## src/design/grs_pkg.sv

```systemverilog
// shared constants, codes and types of the grid route sequencer
package grs_pkg;

  localparam int MAX_STEPS    = 16;
  localparam int SENSOR_COUNT = 8;

  localparam int STEP_IDX_W = $clog2(MAX_STEPS);
  localparam int PTR_W      = 5;
  localparam int CELL_W     = 8;
  localparam int TIME_W     = 32;
  localparam int MS_W       = 16;
  localparam int TSPEED_W   = 10;
  localparam int SPEED_W    = 11;
  localparam int RLEN_W     = 5;
  localparam int CFG_IDX_W  = 3;
  localparam int CFG_DATA_W = 16;

  localparam logic [RLEN_W-1:0]   RST_ROUTE_LENGTH = RLEN_W'(1);
  localparam logic [MS_W-1:0]     RST_LEFT_TURN_MS = MS_W'(360);
  localparam logic [MS_W-1:0]     RST_RIGHT_TURN_MS = MS_W'(360);
  localparam logic [MS_W-1:0]     RST_BACK_TURN_MS = MS_W'(700);
  localparam logic [TSPEED_W-1:0] RST_TURN_SPEED = TSPEED_W'(950);
  localparam logic [MS_W-1:0]     RST_DEBOUNCE_MS = MS_W'(120);

  localparam logic [CELL_W-1:0] CELL_MAX = '1;

  typedef enum logic [1:0] {
    PH_FOLLOW = 2'd0,
    PH_TURN   = 2'd1,
    PH_DONE   = 2'd2
  } phase_e;

  typedef enum logic [1:0] {
    MOTOR_HOLD = 2'd0,
    MOTOR_SET  = 2'd1,
    MOTOR_STOP = 2'd2
  } motor_cmd_e;

  typedef enum logic [1:0] {
    DIR_STRAIGHT = 2'd0,
    DIR_LEFT     = 2'd1,
    DIR_RIGHT    = 2'd2,
    DIR_BACK     = 2'd3
  } turn_e;

  typedef enum logic [CFG_IDX_W-1:0] {
    CFG_ROUTE_LENGTH  = 3'd0,
    CFG_LEFT_TURN_MS  = 3'd1,
    CFG_RIGHT_TURN_MS = 3'd2,
    CFG_BACK_TURN_MS  = 3'd3,
    CFG_TURN_SPEED    = 3'd4,
    CFG_DEBOUNCE_MS   = 3'd5
  } cfg_reg_e;

  typedef struct packed {
    logic [CELL_W-1:0] cells;
    turn_e             turn;
  } step_entry_t;

  typedef struct packed {
    logic                  en;
    logic [STEP_IDX_W-1:0] idx;
    step_entry_t           entry;
  } tbl_wr_t;

endpackage

```

## src/design/grs_if.sv

```systemverilog
// request, result and configuration channel interfaces of the grid route sequencer
interface grs_req_if;
  logic                                valid;
  logic                                ready;
  logic                                mode;
  logic [grs_pkg::SENSOR_COUNT-1:0]    sensor_bits;
  logic [grs_pkg::TIME_W-1:0]          now_ms;
  logic [grs_pkg::STEP_IDX_W-1:0]      step_index;
  logic [grs_pkg::CELL_W-1:0]          step_cells;
  logic [1:0]                          step_turn;

  modport source (
    output valid, mode, sensor_bits, now_ms, step_index, step_cells, step_turn,
    input  ready
  );
  modport sink (
    input  valid, mode, sensor_bits, now_ms, step_index, step_cells, step_turn,
    output ready
  );
endinterface

interface grs_res_if;
  logic                               valid;
  logic                               ready;
  logic [1:0]                         route_state;
  logic [grs_pkg::PTR_W-1:0]          step_now;
  logic [grs_pkg::CELL_W-1:0]         cells_counted;
  logic                               follow_enable;
  logic [1:0]                         motor_cmd;
  logic signed [grs_pkg::SPEED_W-1:0] speed_wheel_one;
  logic signed [grs_pkg::SPEED_W-1:0] speed_wheel_two;
  logic signed [grs_pkg::SPEED_W-1:0] speed_wheel_three;
  logic signed [grs_pkg::SPEED_W-1:0] speed_wheel_four;

  modport source (
    output valid, route_state, step_now, cells_counted, follow_enable, motor_cmd,
           speed_wheel_one, speed_wheel_two, speed_wheel_three, speed_wheel_four,
    input  ready
  );
  modport sink (
    input  valid, route_state, step_now, cells_counted, follow_enable, motor_cmd,
           speed_wheel_one, speed_wheel_two, speed_wheel_three, speed_wheel_four,
    output ready
  );
endinterface

interface grs_cfg_if;
  logic                           valid;
  logic                           ready;
  logic [grs_pkg::CFG_IDX_W-1:0]  index;
  logic [grs_pkg::CFG_DATA_W-1:0] data;

  modport source (output valid, index, data, input ready);
  modport sink (input valid, index, data, output ready);
endinterface

```

## src/design/grs_route_table.sv

```systemverilog
// route step table: one write port, one read port
module grs_route_table (
  input  logic                                clk_i,
  input  grs_pkg::tbl_wr_t                    wr_i,
  input  logic [grs_pkg::STEP_IDX_W-1:0]      rd_idx_i,
  output grs_pkg::step_entry_t                rd_o
);

  grs_pkg::step_entry_t mem_q [grs_pkg::MAX_STEPS];

  always_ff @(posedge clk_i) begin
    if (wr_i.en) begin
      mem_q[wr_i.idx] <= wr_i.entry;
    end
  end

  assign rd_o = mem_q[rd_idx_i];

endmodule

```

## src/design/grid_route_sequencer.sv

```systemverilog
// grid route sequencer top level
//
// usage: load requests (mode 0) write one route step (cells, turn) into the
// step table; sample requests (mode 1) carry line sensor bits and a ms
// timestamp and advance the route: cell counting with debounce, timed turns
// with four wheel speeds, and a final stop when the last step is done.
// every request, load or sample, gives exactly one result.
// channels: req_i (sink) for requests, res_o (source) for results, cfg_i for
// register writes, which are always taken (ready held high) and must only be
// issued while no request is in flight.
// pipeline: a request is held in the input register, and its result is then
// loaded into the result register; one request per cycle is sustained while
// res_o is taken, set by the single compare-and-update stage.
// reset: registers return to their default values, route starts at step 0 in
// the follow state; the step table keeps no reset value and must be loaded
// before its entries are used.
// stall: while res_o is not taken the result holds, one more request may be
// taken into the input register, then req_i.ready drops.
module grid_route_sequencer (
  input  logic      clk_i,
  input  logic      rst_ni,
  grs_req_if.sink   req_i,
  grs_res_if.source res_o,
  grs_cfg_if.sink   cfg_i
);

  localparam int TW = grs_pkg::TIME_W;
  localparam int PW = grs_pkg::PTR_W;
  localparam int CW = grs_pkg::CELL_W;
  localparam int SW = grs_pkg::SPEED_W;

  // configuration registers
  logic [grs_pkg::RLEN_W-1:0]   route_length_q;
  logic [grs_pkg::MS_W-1:0]     left_turn_ms_q;
  logic [grs_pkg::MS_W-1:0]     right_turn_ms_q;
  logic [grs_pkg::MS_W-1:0]     back_turn_ms_q;
  logic [grs_pkg::TSPEED_W-1:0] turn_speed_q;
  logic [grs_pkg::MS_W-1:0]     debounce_ms_q;

  assign cfg_i.ready = 1'b1;

  always_ff @(posedge clk_i or negedge rst_ni) begin
    if (!rst_ni) begin
      route_length_q  <= grs_pkg::RST_ROUTE_LENGTH;
      left_turn_ms_q  <= grs_pkg::RST_LEFT_TURN_MS;
      right_turn_ms_q <= grs_pkg::RST_RIGHT_TURN_MS;
      back_turn_ms_q  <= grs_pkg::RST_BACK_TURN_MS;
      turn_speed_q    <= grs_pkg::RST_TURN_SPEED;
      debounce_ms_q   <= grs_pkg::RST_DEBOUNCE_MS;
    end else if (cfg_i.valid) begin
      case (grs_pkg::cfg_reg_e'(cfg_i.index))
        grs_pkg::CFG_ROUTE_LENGTH:  route_length_q  <= cfg_i.data[grs_pkg::RLEN_W-1:0];
        grs_pkg::CFG_LEFT_TURN_MS:  left_turn_ms_q  <= cfg_i.data[grs_pkg::MS_W-1:0];
        grs_pkg::CFG_RIGHT_TURN_MS: right_turn_ms_q <= cfg_i.data[grs_pkg::MS_W-1:0];
        grs_pkg::CFG_BACK_TURN_MS:  back_turn_ms_q  <= cfg_i.data[grs_pkg::MS_W-1:0];
        grs_pkg::CFG_TURN_SPEED:    turn_speed_q    <= cfg_i.data[grs_pkg::TSPEED_W-1:0];
        grs_pkg::CFG_DEBOUNCE_MS:   debounce_ms_q   <= cfg_i.data[grs_pkg::MS_W-1:0];
        default: ;
      endcase
    end
  end

  // input register
  logic                              in_vld_q;
  logic                              mode_q;
  logic [grs_pkg::SENSOR_COUNT-1:0]  sensor_q;
  logic [TW-1:0]                     now_q;
  logic [grs_pkg::STEP_IDX_W-1:0]    sidx_q;
  logic [CW-1:0]                     scells_q;
  logic [1:0]                        sturn_q;

  logic out_vld_q;
  logic adv;
  logic fire;

  assign adv         = !out_vld_q || res_o.ready;
  assign fire        = in_vld_q && adv;
  assign req_i.ready = !in_vld_q || adv;

  always_ff @(posedge clk_i or negedge rst_ni) begin
    if (!rst_ni) begin
      in_vld_q <= 1'b0;
    end else if (req_i.ready) begin
      in_vld_q <= req_i.valid;
    end
  end

  always_ff @(posedge clk_i) begin
    if (req_i.valid && req_i.ready) begin
      mode_q   <= req_i.mode;
      sensor_q <= req_i.sensor_bits;
      now_q    <= req_i.now_ms;
      sidx_q   <= req_i.step_index;
      scells_q <= req_i.step_cells;
      sturn_q  <= req_i.step_turn;
    end
  end

  // route state
  grs_pkg::phase_e phase_q, phase_d;
  logic [PW-1:0]   ptr_q, ptr_d;
  logic [CW-1:0]   cnt_q, cnt_d;
  logic            prev_blk_q, prev_blk_d;
  logic [TW-1:0]   last_q, last_d;
  logic [TW-1:0]   deadline_q, deadline_d;

  grs_pkg::tbl_wr_t     tbl_wr;
  grs_pkg::step_entry_t tbl_rd;

  grs_route_table u_table (
    .clk_i    (clk_i),
    .wr_i     (tbl_wr),
    .rd_idx_i (ptr_q[grs_pkg::STEP_IDX_W-1:0]),
    .rd_o     (tbl_rd)
  );

  grs_pkg::motor_cmd_e cmd;
  logic                follow;
  logic signed [SW-1:0] sp1, sp2, sp3, sp4;

  logic                  in_table;
  logic [CW-1:0]         need;
  grs_pkg::turn_e        turn;
  logic                  blk;
  logic [TW-1:0]         since;
  logic [TW-1:0]         turn_diff;
  logic [CW-1:0]         cnt_inc;
  logic [PW-1:0]         ptr_inc;
  logic [PW-1:0]         len;
  logic signed [SW-1:0]  spd_pos;
  logic signed [SW-1:0]  spd_neg;
  logic [grs_pkg::MS_W-1:0] turn_ms;

  always_comb begin
    in_table  = ptr_q < PW'(grs_pkg::MAX_STEPS);
    need      = in_table ? tbl_rd.cells : '0;
    turn      = in_table ? tbl_rd.turn : grs_pkg::DIR_STRAIGHT;
    blk       = &sensor_q;
    since     = now_q - last_q;
    turn_diff = now_q - deadline_q;
    cnt_inc   = (cnt_q == grs_pkg::CELL_MAX) ? cnt_q : cnt_q + CW'(1);
    ptr_inc   = ptr_q + PW'(1);
    len       = (route_length_q > PW'(grs_pkg::MAX_STEPS)) ? PW'(grs_pkg::MAX_STEPS)
                                                           : PW'(route_length_q);
    spd_pos   = SW'($signed({1'b0, turn_speed_q}));
    spd_neg   = -spd_pos;
    case (turn)
      grs_pkg::DIR_LEFT:  turn_ms = left_turn_ms_q;
      grs_pkg::DIR_RIGHT: turn_ms = right_turn_ms_q;
      default:            turn_ms = back_turn_ms_q;
    endcase

    phase_d    = phase_q;
    ptr_d      = ptr_q;
    cnt_d      = cnt_q;
    prev_blk_d = prev_blk_q;
    last_d     = last_q;
    deadline_d = deadline_q;
    cmd        = grs_pkg::MOTOR_HOLD;
    follow     = 1'b0;
    sp1        = '0;
    sp2        = '0;
    sp3        = '0;
    sp4        = '0;
    tbl_wr.en          = fire && !mode_q;
    tbl_wr.idx         = sidx_q;
    tbl_wr.entry.cells = scells_q;
    tbl_wr.entry.turn  = grs_pkg::turn_e'(sturn_q);

    if (mode_q) begin
      case (phase_q)
        grs_pkg::PH_TURN: begin
          if (!turn_diff[TW-1]) begin
            phase_d = grs_pkg::PH_FOLLOW;
            cmd     = grs_pkg::MOTOR_STOP;
          end
        end
        grs_pkg::PH_FOLLOW: begin
          follow     = 1'b1;
          prev_blk_d = blk;
          if (blk && !prev_blk_q && (since > TW'(debounce_ms_q))) begin
            last_d = now_q;
            cnt_d  = cnt_inc;
            if (cnt_inc >= need) begin
              cnt_d = '0;
              ptr_d = ptr_inc;
              if (ptr_inc >= len) begin
                phase_d    = grs_pkg::PH_DONE;
                cmd        = grs_pkg::MOTOR_STOP;
                prev_blk_d = prev_blk_q;
              end else if (turn != grs_pkg::DIR_STRAIGHT) begin
                phase_d    = grs_pkg::PH_TURN;
                cmd        = grs_pkg::MOTOR_SET;
                deadline_d = now_q + TW'(turn_ms);
                if (turn == grs_pkg::DIR_LEFT) begin
                  sp1 = spd_neg;
                  sp2 = spd_pos;
                  sp3 = spd_neg;
                  sp4 = spd_pos;
                end else begin
                  sp1 = spd_pos;
                  sp2 = spd_neg;
                  sp3 = spd_pos;
                  sp4 = spd_neg;
                end
              end
            end
          end
        end
        default: ;
      endcase
    end
  end

  always_ff @(posedge clk_i or negedge rst_ni) begin
    if (!rst_ni) begin
      phase_q    <= grs_pkg::PH_FOLLOW;
      ptr_q      <= '0;
      cnt_q      <= '0;
      prev_blk_q <= 1'b0;
      last_q     <= '0;
      deadline_q <= '0;
    end else if (fire) begin
      phase_q    <= phase_d;
      ptr_q      <= ptr_d;
      cnt_q      <= cnt_d;
      prev_blk_q <= prev_blk_d;
      last_q     <= last_d;
      deadline_q <= deadline_d;
    end
  end

  // result register
  always_ff @(posedge clk_i or negedge rst_ni) begin
    if (!rst_ni) begin
      out_vld_q <= 1'b0;
    end else if (adv) begin
      out_vld_q <= in_vld_q;
    end
  end

  logic [1:0]           res_state_q;
  logic [PW-1:0]        res_step_q;
  logic [CW-1:0]        res_cells_q;
  logic                 res_follow_q;
  logic [1:0]           res_cmd_q;
  logic signed [SW-1:0] res_sp1_q, res_sp2_q, res_sp3_q, res_sp4_q;

  always_ff @(posedge clk_i) begin
    if (fire) begin
      res_state_q  <= phase_d;
      res_step_q   <= ptr_d;
      res_cells_q  <= cnt_d;
      res_follow_q <= follow;
      res_cmd_q    <= cmd;
      res_sp1_q    <= sp1;
      res_sp2_q    <= sp2;
      res_sp3_q    <= sp3;
      res_sp4_q    <= sp4;
    end
  end

  assign res_o.valid             = out_vld_q;
  assign res_o.route_state       = res_state_q;
  assign res_o.step_now          = res_step_q;
  assign res_o.cells_counted     = res_cells_q;
  assign res_o.follow_enable     = res_follow_q;
  assign res_o.motor_cmd         = res_cmd_q;
  assign res_o.speed_wheel_one   = res_sp1_q;
  assign res_o.speed_wheel_two   = res_sp2_q;
  assign res_o.speed_wheel_three = res_sp3_q;
  assign res_o.speed_wheel_four  = res_sp4_q;

endmodule

```

## src/flat_wrapper.sv

```systemverilog
// flat-port wrapper written by rule: the top's interface ports become plain ports
module grid_route_sequencer_flat 
  (clk_i, rst_ni, req_i_valid, req_i_mode, req_i_sensor_bits, req_i_now_ms, req_i_step_index, req_i_step_cells, req_i_step_turn, req_i_ready, res_o_valid, res_o_route_state, res_o_step_now, res_o_cells_counted, res_o_follow_enable, res_o_motor_cmd, res_o_speed_wheel_one, res_o_speed_wheel_two, res_o_speed_wheel_three, res_o_speed_wheel_four, res_o_ready, cfg_i_valid, cfg_i_index, cfg_i_data, cfg_i_ready);
  grs_req_if req_i_i ();
  grs_res_if res_o_i ();
  grs_cfg_if cfg_i_i ();
  input  logic clk_i;
  input  logic rst_ni;
  input wire logic [$bits(req_i_i.valid)-1:0] req_i_valid;
  input wire logic [$bits(req_i_i.mode)-1:0] req_i_mode;
  input wire logic [$bits(req_i_i.sensor_bits)-1:0] req_i_sensor_bits;
  input wire logic [$bits(req_i_i.now_ms)-1:0] req_i_now_ms;
  input wire logic [$bits(req_i_i.step_index)-1:0] req_i_step_index;
  input wire logic [$bits(req_i_i.step_cells)-1:0] req_i_step_cells;
  input wire logic [$bits(req_i_i.step_turn)-1:0] req_i_step_turn;
  output wire logic [$bits(req_i_i.ready)-1:0] req_i_ready;
  output wire logic [$bits(res_o_i.valid)-1:0] res_o_valid;
  output wire logic [$bits(res_o_i.route_state)-1:0] res_o_route_state;
  output wire logic [$bits(res_o_i.step_now)-1:0] res_o_step_now;
  output wire logic [$bits(res_o_i.cells_counted)-1:0] res_o_cells_counted;
  output wire logic [$bits(res_o_i.follow_enable)-1:0] res_o_follow_enable;
  output wire logic [$bits(res_o_i.motor_cmd)-1:0] res_o_motor_cmd;
  output wire logic [$bits(res_o_i.speed_wheel_one)-1:0] res_o_speed_wheel_one;
  output wire logic [$bits(res_o_i.speed_wheel_two)-1:0] res_o_speed_wheel_two;
  output wire logic [$bits(res_o_i.speed_wheel_three)-1:0] res_o_speed_wheel_three;
  output wire logic [$bits(res_o_i.speed_wheel_four)-1:0] res_o_speed_wheel_four;
  input wire logic [$bits(res_o_i.ready)-1:0] res_o_ready;
  input wire logic [$bits(cfg_i_i.valid)-1:0] cfg_i_valid;
  input wire logic [$bits(cfg_i_i.index)-1:0] cfg_i_index;
  input wire logic [$bits(cfg_i_i.data)-1:0] cfg_i_data;
  output wire logic [$bits(cfg_i_i.ready)-1:0] cfg_i_ready;
  assign req_i_i.valid = req_i_valid;
  assign req_i_i.mode = req_i_mode;
  assign req_i_i.sensor_bits = req_i_sensor_bits;
  assign req_i_i.now_ms = req_i_now_ms;
  assign req_i_i.step_index = req_i_step_index;
  assign req_i_i.step_cells = req_i_step_cells;
  assign req_i_i.step_turn = req_i_step_turn;
  assign req_i_ready = req_i_i.ready;
  assign res_o_valid = res_o_i.valid;
  assign res_o_route_state = res_o_i.route_state;
  assign res_o_step_now = res_o_i.step_now;
  assign res_o_cells_counted = res_o_i.cells_counted;
  assign res_o_follow_enable = res_o_i.follow_enable;
  assign res_o_motor_cmd = res_o_i.motor_cmd;
  assign res_o_speed_wheel_one = res_o_i.speed_wheel_one;
  assign res_o_speed_wheel_two = res_o_i.speed_wheel_two;
  assign res_o_speed_wheel_three = res_o_i.speed_wheel_three;
  assign res_o_speed_wheel_four = res_o_i.speed_wheel_four;
  assign res_o_i.ready = res_o_ready;
  assign cfg_i_i.valid = cfg_i_valid;
  assign cfg_i_i.index = cfg_i_index;
  assign cfg_i_i.data = cfg_i_data;
  assign cfg_i_ready = cfg_i_i.ready;
  grid_route_sequencer u_core (.clk_i(clk_i), .rst_ni(rst_ni), .req_i(req_i_i), .res_o(res_o_i), .cfg_i(cfg_i_i));
endmodule
```

## config.mk

```make
export PLATFORM = sky130hd
export DESIGN_NAME = grid_route_sequencer_flat
export DESIGN_NICKNAME = d
export VERILOG_FILES = /design/src/design/grs_pkg.sv /design/src/design/grs_if.sv /design/src/design/grs_route_table.sv /design/src/design/grid_route_sequencer.sv /design/src/flat_wrapper.sv
export SDC_FILE = /design/constraint.sdc
export NUM_CORES = 1
export LEC_CHECK = 0
export ABC_AREA = 0
export BUFFER_PORTS_ARGS = -buffer_cell sky130_fd_sc_hd__buf_2
export CAP_MARGIN = 20
export CORE_MARGIN = 1.5
export CORE_UTILIZATION = 40
export DETAILED_ROUTE_END_ITERATION = 10
export PLACE_DENSITY_LB_ADDON = 0.25
export SLEW_MARGIN = 15
export SYNTH_ARGS = -nofsm -noshare
export SYNTH_HDL_FRONTEND = slang
export SYNTH_SLANG_ARGS = --single-unit
```

## constraint.sdc

```tcl
create_clock -name clk_i -period 10 [get_ports clk_i]
set_input_delay 0.5 -clock clk_i [delete_from_list [all_inputs] [get_ports clk_i]]
set_output_delay 0.5 -clock clk_i [all_outputs]
set_load 0.01 [all_outputs]
```

==> flow_summary_export.csv <==
group,metric,value,unit
yosys,synthCells,1618,
worst_setup_path,critical_path_class,"flip-flop to flip-flop",
route,vias_per_cell,5.263,
cts,cts_setup_buffers,0,
timing,min_period_over_period,66.23,%
yosys,syn_nets,1811,
grt,grt_antenna_before_repair,0,
power,p_per_area,179.2,mW/mm2
cts,h-tree-depth,2,
route,drt.antenna.violating_nets,0,
outcome,status,"completed",
cts,root_buffer,"clkbuf_16",
worst_setup_path,crit_fanout,33,
yosys,yosys.cell_types.count,72,
timing,timing.final.crit_period,6.623,ns
cts,cts_made_buffers,46,
layout,nNetsFinal,1950,
route,routedWlPerCell,19.62,um
placement,gp_congestion,0.8733,
yosys,ys_async_sr_fraction,38.80,%
timing,clock_skew,0.01822,ns
cts,worstSkewPairLatency,0.59,ns
yosys,netlist_area,0.02092,mm2
route,drc_errors,0,
timing,worst_pin_slew,0.9822,ns
cts,tritoncts,"built",
worst_setup_path,cp_cell_sequence,"buf_4 > mux4_2 > a211oi_1 > a211o_1 > ha_1 > a21oi_1 > ha_1 > fa_1 > a21o_1 > a21oi_1 > nand2b_1 > a211oi_1 > o31a_1 > nand4_1 > nand4b_1 > a21oi_1 > nor2b_1 > xnor2_1 > mux2i_1",
worst_setup_path,start_kind,"flip-flop",
layout,fin_cells,2475,
yosys,synth_edf_count,254,
worst_setup_path,worst_path_max_delay_cell,"ha_1",
route,initialDrtViolationCount,767,
yosys,avgSynthCellArea,12.93,um2
timing,rsz0062_at_grt,"false",
timing,slew_viol_final,0,
cts,cts_sinks,415,
worst_setup_path,arrival,7.07,ns
floorplan,io_pins,144,
layout,area_growth_syn_to_layout,14.39,%
route,dr.pass1.iters,6,
floorplan,die_h,231.7,um
yosys,ys.flop_type,"edfxtp_1",
yosys,synthTopCellsByArea,"edfxtp_1, dfrtp_1, ha_1",
timing,setup_viol,0,
floorplan,start_util,40.62,%
yosys,yosysSeqAreaShare,55.86,%
power,design_power_total,4.290,mW
layout,antennaDiodeCount,0,
placement,dp_cells,2386,
layout,layout-drive-gt1-share,25.52,%
worst_setup_path,r2r_cells,19,
flow_run,drv_cap,0,
timing,finalHoldViolations,0,
timing,worst_slack,3.377,ns
floorplan,die-area,0.05369,mm2
placement,dp_slack,3.375,ns
layout,fillers,4719,
worst_setup_path,worst_setup_path_end_kind,"flip-flop",
grt,grt_max_degree,88,
timing,slew_headroom,34.52,%
grt,first_global_vias,13250,
yosys,synth_top_area_share,36.45,%
floorplan,std_cell_rows,83,
yosys,ys.warnings.count,0,
layout,mostFrequentLayoutCell,"edfxtp_1",
worst_setup_path,cp_data_required_time,10.45,ns
route,vias,13030,
placement,io_buffers,142,
grt,grt.total_usage,18.42,%
power,p_leak,9.577,nW
layout,mostFrequentLayoutCells,"edfxtp_1, buf_2, dfrtp_1, mux2_2, nor2_1",
cts,clk_path_buf_depth,3,
placement,dpl.hpwl,33610,um
cts,clk_pin_slew_worst_paths,0.06,ns
route,wl,48550,um
yosys,yosys.area.top_type,"edfxtp_1",
yosys,ys_seq_elements,415,
timing,finalSetupTns,0,ns
timing,max_freq,0.1510,GHz
min_path,hold_path.class,"primary input to flip-flop",
power,vdd_drop_max,0.1352,mV
grt,grt_pass1_wl,75870,um
grt,grt-ovfl-total,0,
timing,whs,0.07920,ns
floorplan,die_w,231.7,um
floorplan,core_area,0.05151,mm2
worst_setup_path,path_common_cell,"a21oi_1",
min_path,hold_depth,1,
worst_setup_path,slowest_delay,0.81,ns
logic make-up (layout without fill, tap and decap cells):
family,Yosys count,count (layout),synth area share [%]
flops,415,415,55.86
simple gates,360,360,8.414
compound gates,266,266,8.144
mux,201,201,13.29
buf+inv,179,356,3.947
fa+ha+maj,114,114,6.889
xor+xnor,82,82,3.432
other cells,1,1,0.01792
critical path: cells and delay by family (launching register included):
family                     cells  cell delay (ns)
AOI/OAI and AO/OA              8             2.29
adders and majority gates      3             1.48
muxes                          2             0.68
buffers and inverters          1             0.63
and+or+nand+nor                4             0.61
DFF                            1             0.60
xor gates and xnor gates       1             0.18
synth_stat cells, types with 8 or more instances:
library cell,n
and3_1,9
a211oi_1,8
o21a_1,8
nor3_1,24
a21oi_1,84
a22oi_1,17
xnor2_1,49
nand2b_1,31
mux2_2,114
ha_1,112
nor2_1,113
nand4_1,21
mux4_2,48
nor2b_1,19
inv_1,97
edfxtp_1,254
clkbuf_1,27
mux2i_1,33
dfstp_2,26
o21ai_0,53
nand2_1,81
a21o_1,39
buf_4,35
buf_2,12
dfrtp_1,135
xor2_1,33
nand3_1,16
per-stage QoR:
stage,util (%),cell area (um2)
2_1_floorplan,-,20920
3_5_place_dp,43.28,22300
6_report,46.47,23940
5_1_grt,46.47,23940
3_3_place_gp,43.26,22280
4_1_cts,46.41,23910
flip-flops by register name, indices dropped and copies added, names as in the netlist, 4 cells and up:
register and flops:
u_core.back_turn_ms_q 16, u_core.cnt_q 8, u_core.deadline_q 32, u_core.debounce_ms_q 16
u_core.last_q 32, u_core.left_turn_ms_q 16, u_core.now_q 32, u_core.ptr_q 5
u_core.res_o.cells_counted 8, u_core.res_o.speed_wheel_four 11, u_core.res_o.speed_wheel_three 10, u_core.res_o.step_now 5
u_core.right_turn_ms_q 16, u_core.route_length_q 5, u_core.scells_q 8, u_core.sensor_q 8
u_core.sidx_q 4, u_core.turn_speed_q 10, u_core.u_table.mem_q 160
layer usage:
metal	vias up	global-route usage, %	share of wire, %
met5	-	0	0
met4	0	6.270	2.8
met3	71	2.665	4.4
met2	278	30.04	47
met1	6456	25.15	46
li1	6222	-	-
path summary, 6_finish.rpt:
check	from	endpoint	slack (ns)
worst max-delay path	u_core.ptr_q[0]	u_core.deadline_q[24]	3.38
worst min register to register	u_core.phase_q[1]	u_core.phase_q[1]	0.49
worst max register to register	u_core.ptr_q[0]	u_core.deadline_q[24]	3.38
max in group asynchronous	rst_ni	u_core.left_turn_ms_q[7]	7.93
worst min-delay path	req_i_step_cells[4]	u_core.scells_q[4]	0.08
min in group asynchronous	rst_ni	u_core.deadline_q[23]	0.52
timing repair:
| item | 4_1_cts | 5_1_grt |
|---|---|---|
| hold buffers | 1 | 0 |
| resized for setup | 0 | 0 |
| endpoints found under the setup margin | 0 | 0 |
| endpoints found under the hold margin | 17 | 0 |
cell type report:
cell class                      instances  area, um2  share of cell area (%)
Sequential cell                       415      11690                   48.84
Multi-Input combinational cell       1024       8463                   35.36
Clock buffer                           66       1329                   5.551
Timing Repair Buffer                  173      967.2                   4.041
Tap cell                              680      850.8                   3.555
Inverter                               97      364.1                   1.521
Clock inverter                         20      271.5                   1.134
where the power goes:
group	switching [mW]	leakage [nW]	internal, mW	total [mW]
Sequential	0.0869	4.28	1.95	2.04
Clock	0.706	0.779	1.06	1.77
Combinational	0.268	4.52	0.217	0.485
Total	1.06	9.58	3.23	4.29
(Power assumes the default switching activity.)
